--- src/rtl/greedy_point_merge_assert.svh ---
// ----------------------------------------------------------------------------
// greedy_point_merge assertion macros
// Concurrent checks, compiled out when ASSERT_OFF is defined.
// ----------------------------------------------------------------------------
`ifndef GREEDY_POINT_MERGE_ASSERT_SVH
`define GREEDY_POINT_MERGE_ASSERT_SVH
`ifndef ASSERT_OFF
`define GPM_ASSERT_IMP(lbl, clk, rst_n, ante, cons) \
    lbl: assert property (@(posedge clk) disable iff (!rst_n) (ante) |-> (cons)) \
        else $error("greedy_point_merge assertion failed");
`define GPM_ASSERT_NXT(lbl, clk, rst_n, ante, cons) \
    lbl: assert property (@(posedge clk) disable iff (!rst_n) (ante) |=> (cons)) \
        else $error("greedy_point_merge assertion failed");
`else
`define GPM_ASSERT_IMP(lbl, clk, rst_n, ante, cons)
`define GPM_ASSERT_NXT(lbl, clk, rst_n, ante, cons)
`endif
`endif

--- src/rtl/gpm_pkg.sv ---
`timescale 1ns / 1ps
// ----------------------------------------------------------------------------
// gpm_pkg
// Shared constants of the greedy point merge block.
// ----------------------------------------------------------------------------
package gpm_pkg;
    localparam int MINC_W = 6;
    localparam int RAD_W  = 12;
    localparam int CIDX_W = 2;
    localparam int CFG_W  = 12;

    localparam logic [CIDX_W-1:0] REG_MIN_COUNT = 2'd0;
    localparam logic [CIDX_W-1:0] REG_RADIUS    = 2'd1;
    localparam logic [CIDX_W-1:0] REG_PRESORTED = 2'd2;

    typedef struct packed {
        logic en;
    } t_sq_ctl;
endpackage

--- src/rtl/gpm_sqdiff.sv ---
`timescale 1ns / 1ps
// ----------------------------------------------------------------------------
// gpm_sqdiff
// Shared unit: registered square of an absolute difference.
// ----------------------------------------------------------------------------
module gpm_sqdiff #(
    parameter int W = 12
) (
    input  logic             i_clk,
    input  gpm_pkg::t_sq_ctl i_ctl,
    input  logic [W-1:0]     i_a,
    input  logic [W-1:0]     i_b,
    output logic [2*W-1:0]   o_sq
);
    logic [W-1:0]   diff;
    logic [2*W-1:0] r_sq;

    assign diff = (i_a > i_b) ? (i_a - i_b) : (i_b - i_a);

    always_ff @(posedge i_clk) begin
        if (i_ctl.en) begin
            r_sq <= diff * diff;
        end
    end

    assign o_sq = r_sq;
endmodule

--- src/rtl/greedy_point_merge.sv ---
`timescale 1ns / 1ps
// Order: N loaded points take up to about N*N/2 sort moves, then the merge pass
// makes pairwise compares, paced by the single point memory read port and the shared
// squaring unit; clusters are emitted last. Throughput: one set at a time; points load
// one a cycle, then ready drops.
// Reset: synchronous, active low; registers return to min_count 1, radius 10.
// ----------------------------------------------------------------------------
// greedy_point_merge
// Loads, sorts, merges points within radius, ranks clusters; presorted skips sorting.
// ----------------------------------------------------------------------------
`include "greedy_point_merge_assert.svh"
module greedy_point_merge #(
    parameter int MAX_POINTS = 32,
    parameter int COORD_BITS = 12
) (
    input  logic                        i_clk,
    input  logic                        i_rst_n,
    input  logic                        i_valid,
    output logic                        o_ready,
    input  logic [COORD_BITS-1:0]       i_point_x,
    input  logic [COORD_BITS-1:0]       i_point_y,
    input  logic                        i_last_point,
    output logic                        o_valid,
    input  logic                        i_ready,
    output logic [COORD_BITS-1:0]       o_rep_x,
    output logic [COORD_BITS-1:0]       o_rep_y,
    output logic [gpm_pkg::MINC_W-1:0]  o_member_count,
    output logic                        o_found,
    output logic                        o_end_of_list,
    output logic                        o_points_dropped,
    input  logic                        i_cfg_we,
    input  logic [gpm_pkg::CIDX_W-1:0]  i_cfg_idx,
    input  logic [gpm_pkg::CFG_W-1:0]   i_cfg_data
);
    localparam int IW  = (MAX_POINTS > 1) ? $clog2(MAX_POINTS) : 1;
    localparam int CW  = $clog2(MAX_POINTS + 1);
    localparam int CB  = COORD_BITS;
    localparam int WW  = CW + 2 * CB;
    localparam int OPW = (CB > gpm_pkg::RAD_W) ? CB : gpm_pkg::RAD_W;
    localparam int SW  = 2 * OPW + 1;
    localparam int MW  = (CW > gpm_pkg::MINC_W) ? CW : gpm_pkg::MINC_W;

    localparam logic [3:0] S_LOAD = 4'd0;
    localparam logic [3:0] S_SI   = 4'd1;
    localparam logic [3:0] S_SK   = 4'd2;
    localparam logic [3:0] S_SC   = 4'd3;
    localparam logic [3:0] S_SW   = 4'd4;
    localparam logic [3:0] C_INIT = 4'd5;
    localparam logic [3:0] C_R2   = 4'd6;
    localparam logic [3:0] C_OI   = 4'd7;
    localparam logic [3:0] C_OK   = 4'd8;
    localparam logic [3:0] C_JR   = 4'd9;
    localparam logic [3:0] C_M1   = 4'd10;
    localparam logic [3:0] C_M2   = 4'd11;
    localparam logic [3:0] C_CMP  = 4'd12;
    localparam logic [3:0] E_RD   = 4'd13;
    localparam logic [3:0] E_CHK  = 4'd14;
    localparam logic [3:0] E_FIN  = 4'd15;

    logic [3:0]                  r_state;
    logic [gpm_pkg::MINC_W-1:0]  r_min;
    logic [gpm_pkg::RAD_W-1:0]   r_rad;
    logic                        r_pre;
    logic [CW-1:0]               r_cnt;
    logic                        r_ovf;
    logic [CW-1:0]               r_i;
    logic [CW-1:0]               r_j;
    logic [CW-1:0]               r_nc;
    logic [CW-1:0]               r_len;
    logic [CW-1:0]               r_ccnt;
    logic                        r_phase;
    logic [WW-1:0]               r_key;
    logic [WW-1:0]               r_rd;
    logic [WW-1:0]               r_pend;
    logic                        r_have;
    logic [MAX_POINTS-1:0]       r_rem;
    logic [2*OPW-1:0]            r_r2;
    logic [2*OPW-1:0]            r_sq1;
    logic [WW-1:0]               r_mem [MAX_POINTS];

    logic                        r_ovalid;
    logic [CB-1:0]               r_ox;
    logic [CB-1:0]               r_oy;
    logic [gpm_pkg::MINC_W-1:0]  r_ocnt;
    logic                        r_ofound;
    logic                        r_oeol;
    logic                        r_odrop;

    logic                        mem_we;
    logic [IW-1:0]               mem_wa;
    logic [WW-1:0]               mem_wd;
    logic                        mem_re;
    logic [IW-1:0]               mem_ra;
    gpm_pkg::t_sq_ctl            sq_ctl;
    logic [OPW-1:0]              sq_a;
    logic [OPW-1:0]              sq_b;
    logic [2*OPW-1:0]            sq;
    logic                        in_acc;
    logic                        out_busy;
    logic                        out_load;
    logic                        move;
    logic                        below;
    logic                        low_cnt;
    logic [CB-1:0]               rd_x;
    logic [CB-1:0]               rd_y;
    logic [CB-1:0]               key_x;
    logic [CB-1:0]               key_y;
    logic [CW-1:0]               rd_cnt;
    logic [CW-1:0]               cnt_inc;

    assign o_ready  = (r_state == S_LOAD);
    assign in_acc   = i_valid && o_ready;
    assign out_busy = r_ovalid && !i_ready;
    assign out_load = ((r_state == E_CHK) && !low_cnt && r_have && !out_busy) ||
                      ((r_state == E_FIN) && !out_busy);
    assign rd_y     = r_rd[CB-1:0];
    assign rd_x     = r_rd[2*CB-1:CB];
    assign rd_cnt   = r_rd[WW-1:2*CB];
    assign key_y    = r_key[CB-1:0];
    assign key_x    = r_key[2*CB-1:CB];
    assign move     = r_phase ? (r_key > r_rd) : (r_key < r_rd);
    assign below    = (SW'(r_sq1) + SW'(sq)) < SW'(r_r2);
    assign low_cnt  = MW'(rd_cnt) < MW'(r_min);
    assign cnt_inc  = CW'(r_cnt + 1'b1);

    gpm_sqdiff #(
        .W (OPW)
    ) u_sqdiff (
        .i_clk (i_clk),
        .i_ctl (sq_ctl),
        .i_a   (sq_a),
        .i_b   (sq_b),
        .o_sq  (sq)
    );

    always_comb begin
        mem_we    = 1'b0;
        mem_wa    = '0;
        mem_wd    = '0;
        mem_re    = 1'b0;
        mem_ra    = '0;
        sq_ctl.en = 1'b0;
        sq_a      = '0;
        sq_b      = '0;
        unique case (r_state)
            S_LOAD: begin
                mem_we = in_acc && (r_cnt < CW'(MAX_POINTS));
                mem_wa = r_cnt[IW-1:0];
                mem_wd = {{CW{1'b0}}, i_point_x, i_point_y};
            end
            S_SI: begin
                mem_re = r_i < r_len;
                mem_ra = r_i[IW-1:0];
            end
            S_SK: begin
                mem_re = 1'b1;
                mem_ra = IW'(r_i - 1'b1);
            end
            S_SC: begin
                mem_we = 1'b1;
                mem_wa = r_j[IW-1:0];
                if (move) begin
                    mem_wd = r_rd;
                    mem_re = (r_j != CW'(1));
                    mem_ra = IW'(r_j - CW'(2));
                end else begin
                    mem_wd = r_key;
                end
            end
            S_SW: begin
                mem_we = 1'b1;
                mem_wa = r_j[IW-1:0];
                mem_wd = r_key;
            end
            C_INIT: begin
                sq_ctl.en = 1'b1;
                sq_a      = OPW'(r_rad);
            end
            C_OI: begin
                mem_re = (r_i < r_cnt) && !r_rem[r_i[IW-1:0]];
                mem_ra = r_i[IW-1:0];
            end
            C_JR: begin
                if (r_j >= r_cnt) begin
                    mem_we = 1'b1;
                    mem_wa = r_nc[IW-1:0];
                    mem_wd = {r_ccnt, key_x, key_y};
                end else begin
                    mem_re = !r_rem[r_j[IW-1:0]];
                    mem_ra = r_j[IW-1:0];
                end
            end
            C_M1: begin
                sq_ctl.en = (rd_x != '0);
                sq_a      = OPW'(rd_x);
                sq_b      = OPW'(key_x);
            end
            C_M2: begin
                sq_ctl.en = 1'b1;
                sq_a      = OPW'(rd_y);
                sq_b      = OPW'(key_y);
            end
            E_RD: begin
                mem_re = r_i < r_nc;
                mem_ra = r_i[IW-1:0];
            end
            default: begin
            end
        endcase
    end

    always_ff @(posedge i_clk) begin
        if (mem_we) begin
            r_mem[mem_wa] <= mem_wd;
        end
        if (mem_re) begin
            r_rd <= r_mem[mem_ra];
        end
    end

    always_ff @(posedge i_clk) begin
        if (!i_rst_n) begin
            r_state  <= S_LOAD;
            r_min    <= gpm_pkg::MINC_W'(1);
            r_rad    <= gpm_pkg::RAD_W'(10);
            r_pre    <= 1'b0;
            r_cnt    <= '0;
            r_ovf    <= 1'b0;
            r_i      <= '0;
            r_j      <= '0;
            r_nc     <= '0;
            r_len    <= '0;
            r_ccnt   <= '0;
            r_phase  <= 1'b0;
            r_have   <= 1'b0;
            r_rem    <= '0;
            r_ovalid <= 1'b0;
        end else begin
            if (i_cfg_we) begin
                unique case (i_cfg_idx)
                    gpm_pkg::REG_MIN_COUNT: r_min <= i_cfg_data[gpm_pkg::MINC_W-1:0];
                    gpm_pkg::REG_RADIUS:    r_rad <= i_cfg_data[gpm_pkg::RAD_W-1:0];
                    gpm_pkg::REG_PRESORTED: r_pre <= i_cfg_data[0];
                    default: begin
                    end
                endcase
            end
            if (out_load) begin
                r_ovalid <= 1'b1;
            end else if (r_ovalid && i_ready) begin
                r_ovalid <= 1'b0;
            end
            unique case (r_state)
                S_LOAD: begin
                    if (in_acc) begin
                        if (r_cnt < CW'(MAX_POINTS)) begin
                            r_cnt <= cnt_inc;
                        end else begin
                            r_ovf <= 1'b1;
                        end
                        if (i_last_point) begin
                            r_len   <= (r_cnt < CW'(MAX_POINTS)) ? cnt_inc : r_cnt;
                            r_phase <= 1'b0;
                            r_i     <= CW'(1);
                            r_state <= r_pre ? C_INIT : S_SI;
                        end
                    end
                end
                S_SI: begin
                    if (r_i >= r_len) begin
                        r_i    <= '0;
                        r_have <= 1'b0;
                        r_state <= r_phase ? E_RD : C_INIT;
                    end else begin
                        r_state <= S_SK;
                    end
                end
                S_SK: begin
                    r_key   <= r_rd;
                    r_j     <= r_i;
                    r_state <= S_SC;
                end
                S_SC: begin
                    if (move) begin
                        r_j <= CW'(r_j - 1'b1);
                        if (r_j == CW'(1)) begin
                            r_state <= S_SW;
                        end
                    end else begin
                        r_i     <= CW'(r_i + 1'b1);
                        r_state <= S_SI;
                    end
                end
                S_SW: begin
                    r_i     <= CW'(r_i + 1'b1);
                    r_state <= S_SI;
                end
                C_INIT: begin
                    r_rem   <= '0;
                    r_nc    <= '0;
                    r_state <= C_R2;
                end
                C_R2: begin
                    r_r2    <= sq;
                    r_i     <= '0;
                    r_state <= C_OI;
                end
                C_OI: begin
                    if (r_i >= r_cnt) begin
                        r_phase <= 1'b1;
                        r_len   <= r_nc;
                        r_have  <= 1'b0;
                        if (r_pre) begin
                            r_i     <= '0;
                            r_state <= E_RD;
                        end else begin
                            r_i     <= CW'(1);
                            r_state <= S_SI;
                        end
                    end else if (r_rem[r_i[IW-1:0]]) begin
                        r_i <= CW'(r_i + 1'b1);
                    end else begin
                        r_state <= C_OK;
                    end
                end
                C_OK: begin
                    if (rd_x == '0) begin
                        r_i     <= CW'(r_i + 1'b1);
                        r_state <= C_OI;
                    end else begin
                        r_key   <= r_rd;
                        r_ccnt  <= CW'(1);
                        r_j     <= CW'(r_i + 1'b1);
                        r_state <= C_JR;
                    end
                end
                C_JR: begin
                    if (r_j >= r_cnt) begin
                        r_nc    <= CW'(r_nc + 1'b1);
                        r_i     <= CW'(r_i + 1'b1);
                        r_state <= C_OI;
                    end else if (r_rem[r_j[IW-1:0]]) begin
                        r_j <= CW'(r_j + 1'b1);
                    end else begin
                        r_state <= C_M1;
                    end
                end
                C_M1: begin
                    if (rd_x == '0) begin
                        r_j     <= CW'(r_j + 1'b1);
                        r_state <= C_JR;
                    end else begin
                        r_state <= C_M2;
                    end
                end
                C_M2: begin
                    r_sq1   <= sq;
                    r_state <= C_CMP;
                end
                C_CMP: begin
                    if (below) begin
                        r_rem[r_j[IW-1:0]] <= 1'b1;
                        r_ccnt             <= CW'(r_ccnt + 1'b1);
                    end
                    r_j     <= CW'(r_j + 1'b1);
                    r_state <= C_JR;
                end
                E_RD: begin
                    r_state <= (r_i < r_nc) ? E_CHK : E_FIN;
                end
                E_CHK: begin
                    if (low_cnt) begin
                        r_state <= E_FIN;
                    end else if (!(r_have && out_busy)) begin
                        if (r_have) begin
                            r_ox     <= r_pend[2*CB-1:CB];
                            r_oy     <= r_pend[CB-1:0];
                            r_ocnt   <= gpm_pkg::MINC_W'(r_pend[WW-1:2*CB]);
                            r_ofound <= 1'b1;
                            r_oeol   <= 1'b0;
                            r_odrop  <= r_ovf;
                        end
                        r_pend  <= r_rd;
                        r_have  <= 1'b1;
                        r_i     <= CW'(r_i + 1'b1);
                        r_state <= E_RD;
                    end
                end
                E_FIN: begin
                    if (!out_busy) begin
                        r_ox     <= r_have ? r_pend[2*CB-1:CB] : '0;
                        r_oy     <= r_have ? r_pend[CB-1:0] : '0;
                        r_ocnt   <= r_have ? gpm_pkg::MINC_W'(r_pend[WW-1:2*CB]) : '0;
                        r_ofound <= r_have;
                        r_oeol   <= 1'b1;
                        r_odrop  <= r_ovf;
                        r_cnt    <= '0;
                        r_ovf    <= 1'b0;
                        r_nc     <= '0;
                        r_state  <= S_LOAD;
                    end
                end
                default: begin
                    r_state <= S_LOAD;
                end
            endcase
        end
    end

    assign o_valid          = r_ovalid;
    assign o_rep_x          = r_ox;
    assign o_rep_y          = r_oy;
    assign o_member_count   = r_ocnt;
    assign o_found          = r_ofound;
    assign o_end_of_list    = r_oeol;
    assign o_points_dropped = r_odrop;

    `GPM_ASSERT_IMP(a_nc_le_cnt, i_clk, i_rst_n, 1'b1, r_nc <= r_cnt)
    `GPM_ASSERT_IMP(a_cmp_order, i_clk, i_rst_n, r_state == C_CMP, r_j > r_i)
    `GPM_ASSERT_NXT(a_ovf_set, i_clk, i_rst_n, in_acc && (r_cnt == CW'(MAX_POINTS)), r_ovf)
endmodule

--- config.mk ---
export PLATFORM = sky130hd
export DESIGN_NAME = greedy_point_merge
export DESIGN_NICKNAME = d
export VERILOG_FILES = /design/src/rtl/gpm_pkg.sv /design/src/rtl/gpm_sqdiff.sv /design/src/rtl/greedy_point_merge.sv
export VERILOG_INCLUDE_DIRS = /design/src /design/src/rtl
export SDC_FILE = /design/constraint.sdc
export NUM_CORES = 2
export LEC_CHECK = 0
export ABC_AREA = 1
export BUFFER_PORTS_ARGS = -buffer_cell sky130_fd_sc_hd__buf_2
export CAP_MARGIN = 10
export CELL_PAD_IN_SITES_DETAIL_PLACEMENT = 1
export CELL_PAD_IN_SITES_GLOBAL_PLACEMENT = 2
export CORE_MARGIN = 2
export CORE_UTILIZATION = 38
export CTS_CLUSTER_SIZE = 8
export DETAILED_ROUTE_END_ITERATION = 8
export PLACE_DENSITY = 0.84
export RECOVER_POWER = 100
export SETUP_SLACK_MARGIN = 0.15
export SYNTH_ARGS = -nofsm -noshare
export SYNTH_HDL_FRONTEND = slang
export SYNTH_HIERARCHICAL = 1
export SYNTH_SLANG_ARGS = --single-unit
--- constraint.sdc ---
create_clock -name i_clk -period 7.01 [get_ports i_clk]
set_input_delay 0.701 -clock i_clk [delete_from_list [all_inputs] [get_ports i_clk]]
set_output_delay 0.701 -clock i_clk [all_outputs]
set_load 0.03 [all_outputs]
Word-level counts from Yosys, hierarchy flattened --
Memory sizes are Yosys's and may differ from the RTL's. A register that Yosys moved wholly into a read port is not among the register bits. Cells that the tools add are included.
Word-level totals: output and inout bits 35, bits in writable memories 960, bits of input ports 44, memories kept 1, register bits after elaboration 260, word-level logic and storage cells 280
Cells by class: add/sub/neg operators 11, eq/ne operators 42, bitwise operators 3, reduce and logical (&&, ||, !) cells 53, magnitude comparators 15, multipliers 1, muxes and demuxes 128
Memory list:
- r_mem | words 32, width 30, rd ports 1, clocked after Yosys merged registers in 1, write ports 1, line greedy_point_merge.sv:79 | logic [WW-1:0] r_mem [MAX_POINTS];
Operators with widths (number):
- 2-to-1 mux 6 bit | 29
- 2-to-1 mux 12 bit | 11
- case mux 30 bit (4 select lines) | 1
- 2-to-1 mux 30 bit | 3
- case mux 12 bit (2 select lines) | 3
- case mux 32 bit (2 select lines) | 1
- case mux 4 bit (16 select lines) | 1
- 2-to-1 mux 4 bit | 15
- case mux 30 bit (2 select lines) | 1
- case mux 6 bit (9 select lines) | 1
- case mux 6 bit (2 select lines) | 4
- case mux 12 bit (3 select lines) | 1
- case mux 6 bit (6 select lines) | 1
- 2-to-1 mux 1 bit | 35
- equality test 4 bit, second input constant | 8
- 2-to-1 mux 32 bit | 1
- inequality test 2 bit, second input constant | 16
- bitwise OR 32 bit | 1
- adder 6 x 1 -> 6 bit, second input constant | 5
- greater-than comparator 30 bit | 1
- less-than comparator 30 bit | 1
- adder 24 x 24 -> 25 bit | 1
- less-than comparator 25 x 24 -> 1 bit | 1
- less-than comparator 6 bit | 4
- 51 further kinds | 107

Depth between registers and ports, before layout --
depth in word-level cells 7, depth in mapped cells 44, gate-level depth less buffers 41

Cells and area by module --
The synthesis kept the hierarchy.
Modules (own cells, without submodules):
- greedy_point_merge | times used 1, sequential area each 35864.4 sq um, cells each 6011, area an instance 58732.6 sq um
- gpm_sqdiff | times used 1, sequential area each 690.7 sq um, cells each 841, area an instance 6456.2 sq um

Worst setup path before layout --
Ideal clock, no wire load.
path kind register to register, start point register r_state[1], end point register u_sqdiff.r_sq[23], in the netlist u_sqdiff/o_sq[23], data pin, slack -0.103 ns, setup time 0.252 ns, stages on the path, launching flop included 41, arrival 6.861 ns, required time 6.758 ns, path buffers 3, period minus slack after synthesis 7.113 ns, path through dfxtp_1 > inv_2 > nor2_1 > inv_1 > nor2_1 > inv_2 > clkbuf_1 > o211ai_1 > inv_1 > ha_1 > fa_1 > inv_1 > nand3_1 > nand3_1 > nand2_1 > nand3_2 > nand2_4 > buf_8 > [... 5 more ...] > fa_1 > inv_1 > fa_1 > fa_1 > fa_1 > inv_1 > fa_1 > inv_1 > ha_1 > a21o_1 > a31oi_1 > nand2_1 > nand2_1 > nand2_1 > nor2_1 > inv_1 > nand2_1 > nand2_1
Between the ends: word-level cells in the longest chain between the ends 5, elaborated cells between the ends (all ways) 10, classes of those cells add/sub: 2; mul: 1; order compare: 1; eq/ne: 3; mux: 3
RTL lines:
- from (decl) | line greedy_point_merge.sv:60 | logic [3:0] r_state;
- from (signal assigned) | line greedy_point_merge.sv:265 | r_state <= r_pre ? C_INIT : S_SI;
- from (signal assigned) | line greedy_point_merge.sv:273 | r_state <= r_phase ? E_RD : C_INIT;
- from (signal assigned) | line greedy_point_merge.sv:369 | r_state <= (r_i < r_nc) ? E_CHK : E_FIN;
- equality test 4 bit or equality test 4 x 3 -> 1 bit (tied branches) | line greedy_point_merge.sv:145 | unique case (r_state)
- case mux 12 bit (3 select lines) (*) | line greedy_point_merge.sv:145
- named net sq_a[0] | line greedy_point_merge.sv:95 | logic [OPW-1:0] sq_a;
- subtractor 12 bit or greater-than comparator 12 bit (tied branches) | line gpm_sqdiff.sv:18 | assign diff = (i_a > i_b) ? (i_a - i_b) : (i_b - i_a);
- 2-to-1 mux 12 bit (*) | line gpm_sqdiff.sv:18
- multiplier 12 x 12 -> 24 bit (*) | line gpm_sqdiff.sv:22 | r_sq <= diff * diff;
- to (signal assigned) | line gpm_sqdiff.sv:22
- to (decl) | line gpm_sqdiff.sv:16 | logic [2*W-1:0] r_sq;
The timed path passes the listed nets; every way through them passes the cells marked *. A chain may end at the register's enable or synchronous reset.

Worst setup path in the final report --
start point register r_state[3], end point register u_sqdiff.r_sq[21], in the netlist u_sqdiff/o_sq[21], data pin
The elaborated chain is that of the path after synthesis.

==> run_results.csv <==
group,metric,value,unit
outcome,status,"complete, but fails checks",
die,dieArea,175000,sq um
synth,yosysUniqueCellTypes,66,
clock_network,cts_made_buffers,175,
layout,final_net_count,7411,
outcome,violations,"capacitance limit, slew limit",
timing,setup_viol_count_final,0,
grt,grt_max_degree,182,
clock_network,clk_latency,0.84,ns
grt,grtUsageTotal,25.6,%
grt,antenna_found_initial,8,
synth,synth_top_area_share,53.2,%
drt,drc_errors,0,
worst_hold_path,hold_class,"in -> reg",
synth,ys_top_cells_by_count,"inv_1, edfxtp_1, nand2_1, nand3_1, nand4_1",
synth,synth_cells,6852,
timing,rsz0062_at_grt,"true",
synth,ys_seq_area_share,56.1,%
drt,detail-route-antenna-nets,0,
timing,maxSlewHeadroom,-30.1,%
synth,synth-seq-cells,1249,
synth,yosysMostFrequentCell,"inv_1",
grt,grt_pass1_wl,338,mm
drt,routed_wl,228,mm
grt,first_global_vias,54200,
timing,finalHoldViolCount,0,
timing,slew_viol_final,41,
timing,worst_slew_pin_slew,1.95,ns
critical_path,worstPathRequired,7.55,ns
synth,async_flop_share,0,%
clock_network,cts.clk_slew.worst_paths,0.05,ns
drt,routed_via_density,5.53,
synth,synthTopCellsByArea,"edfxtp_1, inv_1, nand3_1, nand2_1, nand4_1",
drt,routedWlPerCell,24.3,um
clock_network,cts_sinks,1249,
critical_path,arrival,7.45,ns
place,numPortBuffers,78,
drt,firstDrtPassIters,5,
die,ios,79,
die,start_util,38.1,%
timing,finClkSkew,0.0599,ns
die,core-area,171000,sq um
layout,final_layout_size_suffix_gt1_share,14.2,%
critical_path,cp_max_fo,10,
timing,max_freq,145,MHz
synth,synth_top_area_cell,"edfxtp_1",
place,placed_cell_area,69900,sq um
clock_network,cts_tree,"done",
synth,synth_warnings,6,
synth,avgSynthCellArea,9.51,sq um
clock_network,h-tree-depth,4,
place,dpl.hpwl,139,mm
layout,post-route-cell-area,76600,sq um
timing,period_share,98.7,%
critical_path,crit_buf_inv,13,
critical_path,end_kind,"flip-flop",
layout,areaGrowthSynthToFinish,17.6,%
critical_path,slowest_stage,"fa_1",
die,dieWidth,418,um
die,die_h,418,um
grt,overflow,0,
synth,syn-num-nets,7175,
place,gp_congestion,0.905,
die,placementRows,152,
synth,synth_edf_count,1154,
job,maxCapViolCount,1,
clock_network,postCtsHoldBufs,0,
clock_network,cts.path.max_buffers,3,
critical_path,worstSetupStartpointType,"flip-flop",
drt,vias,51900,
critical_path,path_delay_family,"adder cells",
synth,netlist_area,65200,sq um
critical_path,critPathKind,"reg -> reg",
drt,drt_iter0_markers,4361,
critical_path,slowest_delay,0.57,ns
timing,period_minus_slack,6.92,ns
clock_network,cts.root.buffer_cell,"clkbuf_16",
synth,synthFlopType,"edfxtp_1",
==> stage by stage <==
step           setup slack (ns)  hold slack, ns  std cells  utilization (%)  TNS, ns
6_report                 0.0922           0.133       9373             44.8        0
5_1_grt                  -0.119           0.152       9370             44.8   -0.508
4_1_cts                   0.118          0.0973       9358             44.3        0
3_5_place_dp             -0.370           0.421       9100             40.9    -3.78
3_3_place_gp             -0.241           0.417       9100             40.9    -1.86
2_1_floorplan             0.182           0.408       6852                -        0
==> per-layer routing <==
metal,global-route usage [%],vias to the layer above,wire length [um]
met5,0,-,17
met4,10.7,2,9900
met3,3.78,494,13200
met2,43.9,1667,112000
met1,32.2,26300,92700
li1,-,23400,-
==> final timing paths <==
| kind | startpoint | end | slack [ns] | cells past startpoint |
|---|---|---|---|---|
| worst min register to register | r_ovf | o_points_dropped | 0.43 | 0 |
| worst max-delay path | r_state[3] | u_sqdiff/o_sq[21] | 0.09 | 36 |
| worst max register to register | r_state[3] | u_sqdiff/o_sq[21] | 0.09 | 36 |
| worst min-delay path | i_cfg_data[1] | r_rad[1] | 0.13 | 3 |
==> sequential cells by signal (all words and copies together), names as in the netlist, 12 cells and up <==
signal / flops
r_rad: 12
r_rd: 30
r_mem: 960
r_rem: 32
u_sqdiff/o_sq: 23
o_rep_x: 12
r_sq1: 24
o_rep_y: 12
r_pend: 30
r_key: 30
r_r2: 24
==> tightest hold or removal path, delay by kind of cell <==
family / cells / cell delay, ns
simple gates: 2 / 0.10
buf+inv: 1 / 0.10
==> cells by family (layout without fill, tap and decap cells) <==
logic type               Yosys count  after routing  synth area share (%)
AO/OA/AOI/OAI                    465            465                  4.25
XOR/XNOR                          67             67                 0.900
adder cells (fa/ha/maj)          279            279                  6.32
buffers and inverters           1867           2151                  11.3
flip-flops                      1249           1249                  56.1
other                              1              5               0.00575
AND/OR/NAND/NOR                 2924           2924                  21.1
==> cell usage in the layout, fill, tap and decap left out, types with 11 or more instances in the layout <==
cell / count
a21o_1: 14
a21oi_1: 168
a21oi_2: 16
a31oi_1: 21
buf_12: 25
buf_2: 77
buf_4: 296
buf_6: 20
clkbuf_1: 44
clkbuf_16: 176
dfxtp_1: 91
edfxtp_1: 1154
fa_1: 76
ha_1: 167
ha_4: 25
inv_1: 1416
inv_2: 51
inv_4: 11
nand2_1: 1041
nand2_2: 48
nand2_4: 23
nand3_1: 930
nand4_1: 506
nor2_1: 203
nor2_2: 35
nor2_4: 66
nor3_1: 27
o211ai_1: 11
o21ai_0: 108
o221ai_2: 22
o221ai_4: 17
xnor2_1: 20
xor2_1: 46
==> layout make-up <==
cell class / instances / area, sq um
clock inverters: 16 / 382
multi-input cells: 3736 / 23200
clock buffers: 209 / 4550
diodes: 4 / 10.0
repair buffers: 433 / 3410
flip-flops and latches: 1249 / 36600
inverters: 1490 / 5660
well taps: 2233 / 2790
repair inverters: 3 / 33.8
fillers: 19000 / 94300
==> what timing repair did <==
action                     CTS  global route
hold endpoints to repair     0             0
setup endpoints to repair   16            16
buffers inserted            29            11
pin swaps                   59            78
cloned                       4             0
gates resized for setup    163           188
Power is not shown: default switching activity piles up to over one toggle a cycle in this logic, so the estimate is an artifact.
